[src/rtl/ndb_pkg.sv]
// ----------------------------------------------------------------------------
// ndb_pkg
// Shared types, constants and helpers for the burn-dissolve pixel core.
// ----------------------------------------------------------------------------
package ndb_pkg;

   localparam int unsigned THR_W   = 16;
   localparam int unsigned DIST_W  = 14;
   localparam int unsigned WGT_W   = 17;

   localparam logic [15:0] BAND_HOT_LIMIT    = 16'd1536;
   localparam logic [15:0] BAND_ORANGE_LIMIT = 16'd6400;
   localparam logic [15:0] BAND_OUTER_LIMIT  = 16'd12800;

   // t = floor(d * 65536 / 12800) = floor(d * 128 / 25), exact for d <= 12800
   localparam logic [21:0] T_RECIP = 22'd2684355;
   localparam int unsigned T_SHIFT = 19;

   typedef enum logic [1:0] {
      MODE_BURNT,
      MODE_PASS,
      MODE_TINT
   } mode_type;

   typedef enum logic [1:0] {
      BAND_HOT,
      BAND_ORANGE,
      BAND_DARK
   } band_type;

   typedef struct packed {
      logic [7:0] r;
      logic [7:0] g;
      logic [7:0] b;
   } tint_type;

   function automatic tint_type band_tint(input band_type band);
      tint_type tint;
      unique case (band)
         BAND_HOT:    tint = '{r: 8'd255, g: 8'd255, b: 8'd200};
         BAND_ORANGE: tint = '{r: 8'd255, g: 8'd120, b: 8'd0};
         BAND_DARK:   tint = '{r: 8'd120, g: 8'd40,  b: 8'd10};
         default:     tint = '{r: 8'd120, g: 8'd40,  b: 8'd10};
      endcase
      return tint;
   endfunction

   // c + floor((tint - c) * w / 65536)
   function automatic logic [7:0] blend(input logic [7:0] c, input logic [7:0] tint,
                                        input logic [WGT_W-1:0] w);
      logic signed [8:0]  diff;
      logic signed [26:0] prod;
      logic signed [10:0] corr;
      logic signed [10:0] sum;
      diff = $signed({1'b0, tint}) - $signed({1'b0, c});
      prod = diff * $signed({1'b0, w});
      corr = prod[26:16];
      sum  = $signed({3'b000, c}) + corr;
      return sum[7:0];
   endfunction

endpackage

[src/rtl/noise_dissolve_burn_pixel_core.sv]
// ----------------------------------------------------------------------------
// noise_dissolve_burn_pixel_core
// Burn-dissolve pixel shader: burns away, tints or passes each source pixel.
// ----------------------------------------------------------------------------
// Five-stage pipeline taking one request per clock when not stalled and returning
// one result per request, presented from the stage 5 register. Stage 1 compares
// noise against the threshold and picks the band, stage 2 forms the weight t with
// one constant multiply, stages 3 and 4 each hold one square/cube multiplier
// alongside one channel blend, stage 5 blends blue. A stall on the result side
// while a result is presented freezes the whole pipeline and raises req_stall in
// the same cycle.
// Write burn_threshold only while the pipeline is empty.
module noise_dissolve_burn_pixel_core
   import ndb_pkg::*;
(
   input  logic        clock,
   input  logic        reset,
   input  logic        csr_wr_en,
   input  logic [15:0] csr_wr_data,
   input  logic        req_valid,
   output logic        req_stall,
   input  logic [7:0]  req_noise_value,
   input  logic [31:0] req_source_pixel,
   output logic        rsp_valid,
   input  logic        rsp_stall,
   output logic [31:0] rsp_result_pixel
);

   logic [THR_W-1:0] thr_ff;

   logic             s1_valid_ff, s1_valid_in;
   mode_type         s1_mode_ff, s1_mode_in;
   band_type         s1_band_ff, s1_band_in;
   logic [DIST_W-1:0] s1_dist_ff, s1_dist_in;
   logic [31:0]      s1_pix_ff;

   logic             s2_valid_ff;
   mode_type         s2_mode_ff;
   band_type         s2_band_ff;
   logic [WGT_W-1:0] s2_t_ff, s2_t_in;
   logic [31:0]      s2_pix_ff;

   logic             s3_valid_ff;
   mode_type         s3_mode_ff;
   band_type         s3_band_ff;
   logic [WGT_W-1:0] s3_t_ff, s3_t2_ff, s3_t2_in;
   logic [31:0]      s3_pix_ff, s3_pix_in;

   logic             s4_valid_ff;
   mode_type         s4_mode_ff;
   band_type         s4_band_ff;
   logic [WGT_W-1:0] s4_t2_ff, s4_t3_ff, s4_t3_in;
   logic [31:0]      s4_pix_ff, s4_pix_in;

   logic             out_valid_ff;
   logic [31:0]      out_pix_ff, out_pix_in;

   logic             advance;
   logic [16:0]      n16;
   logic [15:0]      edge_q;
   logic [35:0]      t_prod;
   logic [33:0]      t2_prod;
   logic [33:0]      t3_prod;
   tint_type         tint3, tint4, tint5;

   assign advance   = !(out_valid_ff && rsp_stall);
   assign req_stall = !advance;
   assign rsp_valid = out_valid_ff;
   assign rsp_result_pixel = out_pix_ff;

   always_ff @(posedge clock) begin
      if (reset) begin
         thr_ff <= '0;
      end else if (csr_wr_en) begin
         thr_ff <= csr_wr_data;
      end
   end

   // stage 1: threshold compare and band select
   always_comb begin
      n16         = {1'b0, req_noise_value, 8'h00};
      edge_q      = n16[15:0] - thr_ff;
      s1_valid_in = req_valid;
      s1_dist_in  = DIST_W'(BAND_OUTER_LIMIT - edge_q);
      if (n16 < {1'b0, thr_ff}) begin
         s1_mode_in = MODE_BURNT;
      end else if (edge_q >= BAND_OUTER_LIMIT) begin
         s1_mode_in = MODE_PASS;
      end else begin
         s1_mode_in = MODE_TINT;
      end
      if (edge_q < BAND_HOT_LIMIT) begin
         s1_band_in = BAND_HOT;
      end else if (edge_q < BAND_ORANGE_LIMIT) begin
         s1_band_in = BAND_ORANGE;
      end else begin
         s1_band_in = BAND_DARK;
      end
   end

   // stage 2: weight t
   always_comb begin
      t_prod  = 36'(s1_dist_ff) * 36'(T_RECIP);
      s2_t_in = t_prod[T_SHIFT +: WGT_W];
   end

   // stage 3: t squared, red blend
   always_comb begin
      t2_prod   = 34'(s2_t_ff) * 34'(s2_t_ff);
      s3_t2_in  = t2_prod[16 +: WGT_W];
      tint3     = band_tint(s2_band_ff);
      s3_pix_in = s2_pix_ff;
      if (s2_mode_ff == MODE_TINT) begin
         s3_pix_in[31:24] = blend(s2_pix_ff[31:24], tint3.r, s2_t_ff);
      end
   end

   // stage 4: t cubed, green blend
   always_comb begin
      t3_prod   = 34'(s3_t2_ff) * 34'(s3_t_ff);
      s4_t3_in  = t3_prod[16 +: WGT_W];
      tint4     = band_tint(s3_band_ff);
      s4_pix_in = s3_pix_ff;
      if (s3_mode_ff == MODE_TINT) begin
         s4_pix_in[23:16] = blend(s3_pix_ff[23:16], tint4.g, s3_t2_ff);
      end
   end

   // stage 5: blue blend and final select
   always_comb begin
      tint5 = band_tint(s4_band_ff);
      unique case (s4_mode_ff)
         MODE_BURNT: out_pix_in = '0;
         MODE_TINT: begin
            out_pix_in = s4_pix_ff;
            out_pix_in[15:8] = blend(s4_pix_ff[15:8], tint5.b, s4_t3_ff);
         end
         default:    out_pix_in = s4_pix_ff;
      endcase
   end

   always_ff @(posedge clock) begin
      if (reset) begin
         s1_valid_ff  <= 1'b0;
         s2_valid_ff  <= 1'b0;
         s3_valid_ff  <= 1'b0;
         s4_valid_ff  <= 1'b0;
         out_valid_ff <= 1'b0;
      end else if (advance) begin
         s1_valid_ff  <= s1_valid_in;
         s2_valid_ff  <= s1_valid_ff;
         s3_valid_ff  <= s2_valid_ff;
         s4_valid_ff  <= s3_valid_ff;
         out_valid_ff <= s4_valid_ff;
      end
   end

   always_ff @(posedge clock) begin
      if (advance) begin
         s1_mode_ff <= s1_mode_in;
         s1_band_ff <= s1_band_in;
         s1_dist_ff <= s1_dist_in;
         s1_pix_ff  <= req_source_pixel;

         s2_mode_ff <= s1_mode_ff;
         s2_band_ff <= s1_band_ff;
         s2_t_ff    <= s2_t_in;
         s2_pix_ff  <= s1_pix_ff;

         s3_mode_ff <= s2_mode_ff;
         s3_band_ff <= s2_band_ff;
         s3_t_ff    <= s2_t_ff;
         s3_t2_ff   <= s3_t2_in;
         s3_pix_ff  <= s3_pix_in;

         s4_mode_ff <= s3_mode_ff;
         s4_band_ff <= s3_band_ff;
         s4_t2_ff   <= s3_t2_ff;
         s4_t3_ff   <= s4_t3_in;
         s4_pix_ff  <= s4_pix_in;

         out_pix_ff <= out_pix_in;
      end
   end

   a_t_range: assert property (@(posedge clock) disable iff (reset)
      advance && s1_valid_ff && s1_mode_ff == MODE_TINT
      |=> s2_t_ff != '0 && s2_t_ff <= WGT_W'(65536))
      else $error("weight t out of range");

   a_t2_order: assert property (@(posedge clock) disable iff (reset)
      advance && s2_valid_ff && s2_mode_ff == MODE_TINT |=> s3_t2_ff <= s3_t_ff)
      else $error("t squared exceeds t");

   a_t3_order: assert property (@(posedge clock) disable iff (reset)
      advance && s3_valid_ff && s3_mode_ff == MODE_TINT |=> s4_t3_ff <= s4_t2_ff)
      else $error("t cubed exceeds t squared");

   a_burnt_zero: assert property (@(posedge clock) disable iff (reset)
      advance && s4_valid_ff && s4_mode_ff == MODE_BURNT
      |=> rsp_valid && rsp_result_pixel == '0)
      else $error("burnt pixel not transparent");

endmodule

[config.mk]
export PLATFORM = sky130hd
export DESIGN_NAME = noise_dissolve_burn_pixel_core
export DESIGN_NICKNAME = d
export VERILOG_FILES = /design/src/rtl/ndb_pkg.sv /design/src/rtl/noise_dissolve_burn_pixel_core.sv
export SDC_FILE = /design/constraint.sdc
export NUM_CORES = 2
export LEC_CHECK = 0
export ABC_AREA = 1
export BUFFER_PORTS_ARGS = -buffer_cell sky130_fd_sc_hd__clkbuf_2
export CAP_MARGIN = 20
export CORE_ASPECT_RATIO = 0.9
export CORE_MARGIN = 1
export CORE_UTILIZATION = 54
export CTS_CLUSTER_SIZE = 10
export DETAILED_ROUTE_END_ITERATION = 10
export HOLD_SLACK_MARGIN = 0.06
export PLACE_DENSITY = 0.7
export RECOVER_POWER = 50
export SYNTH_ARGS = -nofsm -noshare
export SYNTH_HDL_FRONTEND = slang
export SYNTH_SLANG_ARGS = --single-unit
[constraint.sdc]
create_clock -name clock -period 16 [get_ports clock]
set_clock_uncertainty 0.1 [all_clocks]
set_input_delay 1.6 -clock clock [delete_from_list [all_inputs] [get_ports clock]]
set_output_delay 1.6 -clock clock [all_outputs]
set_load 0.01 [all_outputs]
==> flow_summary.ini <==
[outcome]
status = finished with violations
violations = max-capacitance violations, max-slew violations

[clocking]
cts_setup_buffers = 0
clk_latency_ps = 590
htreeDepth = 2
root_buffer = clkbuf_16
clock-sinks = 279
postCtsHoldBufs = 0
clk_pin_slew_ps = 60
cts-resized-gates = 0
cts_buffer_depth = 3
cts_made_buffers = 36
cts_tree = built

[sta]
fin_tns_setup_ps = 0
relSlewSlack_pct = -161.9
fmax_ghz = 0.1180
hold_viol_final = 0
tightestPinTransition_ps = 3929
setup_viol = 0
drv_slew = 218
period_needed_ps = 8476
rsz0062_at_grt = false
finalCritPeriodShare_pct = 52.97
holdWs_ps = 311.5

[synthesis]
synth_nets = 6869
synth_cell_types = 49
avgSynthCellArea_um2 = 8.747
synth_flop_cell = edfxtp_1
syn_area_um2 = 47580
synth_seq_area_share_pct = 17.17
ys_seq_elements = 279
synth-edff-count = 258
postSynth.asyncResetShare_pct = 0
syn_inst = 5440
ys_warn_count = 0

[worst_setup_path]
cpMaxStageDelayCell = fa_1
rr_worst_depth = 38
critPathCaptureType = register
r2r_end = s4_pix_ff[22]
r2r-start = s3_band_ff[1]
worst_setup_path_start_kind = register
crit_fanout = 13
cp.required_ps = 16190
crit_arrival_ps = 8670
rrSetupSlack_ps = 7520
cpPeakStageDelay_ps = 570
critPathKind = reg -> reg

[finish]
antenna_cells = 0
fin_cells = 6628
fin_nets = 6899
synthToLayoutAreaGrowth_pct = 5.490
fillers = 7663
drive_gt1_share_pct = 2.826

[route]
drt-total-wl_um = 106000
vias = 34660
drtIter0Drc = 2173
drtAntennaViolNets = 0
dr.pass1.iters = 6
vias_per_cell = 5.229
remaining_drc_errors = 0
avgRoutedWirePerCell_um = 16.00

[floorplanning]
rows = 102
core_region_area_um2 = 86660
dieHeight_um = 283.6
num_io_pins = 95
die-area_um2 = 89310
die_width_um = 314.9
start_util_pct = 54.91

[global_routing]
antenna_found_initial = 1
track_usage_pct = 24.81
grt_pass1_wl_um = 179600
grt_max_degree = 85
grt.overflow.total = 0
grt_pass1_vias = 36090

[hold_path]
whs_path_depth = 0
worstHoldPathType = reg -> reg
hold_end = s4_pix_ff[15]
hold_path_startpoint = s3_pix_ff[15]

[flow_run]
drv_cap = 7

[placement]
io_buffers = 94
hpwl_um = 86900
placed_cells = 6576
routabilityCongestion = 0.9359
==> per-stage QoR <==
stage	util (%)	instance area (um^2)	setup WS [ps]
floorplan	-	47580	6075
global placement	56.85	49260	7710
detailed placement	56.85	49260	7615
CTS	58.10	50350	7581
global route	57.93	50200	6956
finish	57.93	50200	7524
==> worst max-delay path, delay by kind of cell (launching register included) <==
| family | cells | cell delay, ps |
|---|---|---|
| buffers and inverters | 7 | 660 |
| adder cells (fa/ha/maj) | 10 | 4090 |
| AND/OR/NAND/NOR | 12 | 1640 |
| flip-flops | 1 | 420 |
| AO/OA/AOI/OAI | 7 | 1010 |
| XOR/XNOR | 2 | 260 |
==> cell type report <==
class / instances / area [um^2] / area share, %
clock buffer: 43 / 937.1 / 1.867
clock inverter: 9 / 150.1 / 0.2991
inverter: 1398 / 5248 / 10.45
multi-input combinational: 3616 / 33570 / 66.87
sequential: 279 / 8168 / 16.27
tap: 1144 / 1431 / 2.852
timing repair buffer: 139 / 694.4 / 1.383
==> cells in the mapped netlist, types with 4 or more instances <==
library cell	number	share of area, %
o21ai_0	107	1.1
nor2_1	428	3.4
a221oi_1	4	0.074
nor4_1	14	0.18
dfxtp_1	21	0.88
inv_1	1395	11
o21a_1	10	0.16
buf_1	11	0.087
a31oi_1	10	0.13
xnor2_1	34	0.63
o22ai_1	5	0.066
and2_1	5	0.066
nand2_1	1070	8.4
ha_1	543	14
o211ai_1	7	0.11
nand3b_1	8	0.13
edfxtp_1	258	16
fa_1	825	35
a211oi_1	25	0.39
a21boi_0	6	0.095
nand3_1	105	1.1
xor2_1	81	1.5
nand4_1	31	0.41
o31ai_1	9	0.14
a21o_1	27	0.43
nor3_1	32	0.34
clkbuf_1	129	1.0
o21bai_1	13	0.21
a21oi_1	182	1.9
buf_2	5	0.053
or2_2	11	0.14
==> sequential cells by signal, indices dropped and copies added (netlist names), 14 cells and up <==
| register | count |
|---|---|
| rsp_result_pixel | 32 |
| s1_pix_ff | 32 |
| s2_pix_ff | 32 |
| s3_pix_ff | 32 |
| s4_pix_ff | 32 |
| s2_t_ff | 17 |
| s3_t2_ff | 17 |
| s3_t_ff | 17 |
| s4_t3_ff | 17 |
| thr_ff | 16 |
| s1_dist_ff | 14 |
==> metal layers <==
| metal | routed length (um) | share of wire, % | up-vias | track usage, % |
|---|---|---|---|---|
| met5 | 13 | 0.012 | - | 0 |
| met4 | 1975 | 1.9 | 2 | 5.279 |
| met3 | 6486 | 6.1 | 153 | 3.113 |
| met2 | 49740 | 47 | 1029 | 40.80 |
| met1 | 47810 | 45 | 17020 | 35.19 |
| li1 | - | - | 16450 | - |
==> cell families (layout without fill, tap and decap cells) <==
family	Yosys count	after routing	share of synthesized area, %
buf+inv	1545	1589	12.22
flops	279	279	17.17
xor+xnor	117	117	2.185
compound gates	411	411	4.951
simple gates	1720	1720	14.49
fa+ha+maj	1368	1368	48.99
==> how the worst max path moves through the flow <==
stage / start / end / slack [ps]
after floorplan: rsp_stall / req_stall / 6070
after global routing: s3_band_ff[1] / s4_pix_ff[22] / 6960
final: s3_band_ff[1] / s4_pix_ff[22] / 7520
after CTS: s3_band_ff[1] / s4_pix_ff[22] / 7580
after detailed placement: s3_band_ff[1] / s4_pix_ff[22] / 7620
after global placement: s3_band_ff[1] / s4_pix_ff[22] / 7710
==> placed cells by master, fill, tap and decap left out, types with 4 or more instances in the layout <==
cell type | synthesis | routed
dfxtp_1 | 21 | 21
ha_1 | 543 | 543
o21ai_0 | 107 | 107
clkbuf_1 | 129 | 63
inv_1 | 1395 | 1395
o22ai_1 | 5 | 5
a21o_1 | 27 | 27
a21boi_0 | 6 | 6
a221oi_1 | 4 | 4
o21a_1 | 10 | 10
a31oi_1 | 10 | 10
buf_4 | 1 | 28
nand3_1 | 105 | 106
a21oi_1 | 182 | 182
and2_1 | 5 | 5
nor2_1 | 428 | 430
nand2_1 | 1070 | 1070
fa_1 | 825 | 825
o21bai_1 | 13 | 13
edfxtp_1 | 258 | 258
o31ai_1 | 9 | 9
nor3_1 | 32 | 33
xor2_1 | 81 | 82
xnor2_1 | 34 | 34
nand3b_1 | 8 | 8
o211ai_1 | 7 | 7
a211oi_1 | 25 | 25
clkbuf_16 | 0 | 36
nor4_1 | 14 | 14
or2_2 | 11 | 11
nand4_1 | 31 | 31
clkbuf_2 | 0 | 54
Power is not shown: default switching activity piles up to over one toggle a cycle in this logic, so the estimate is an artifact.
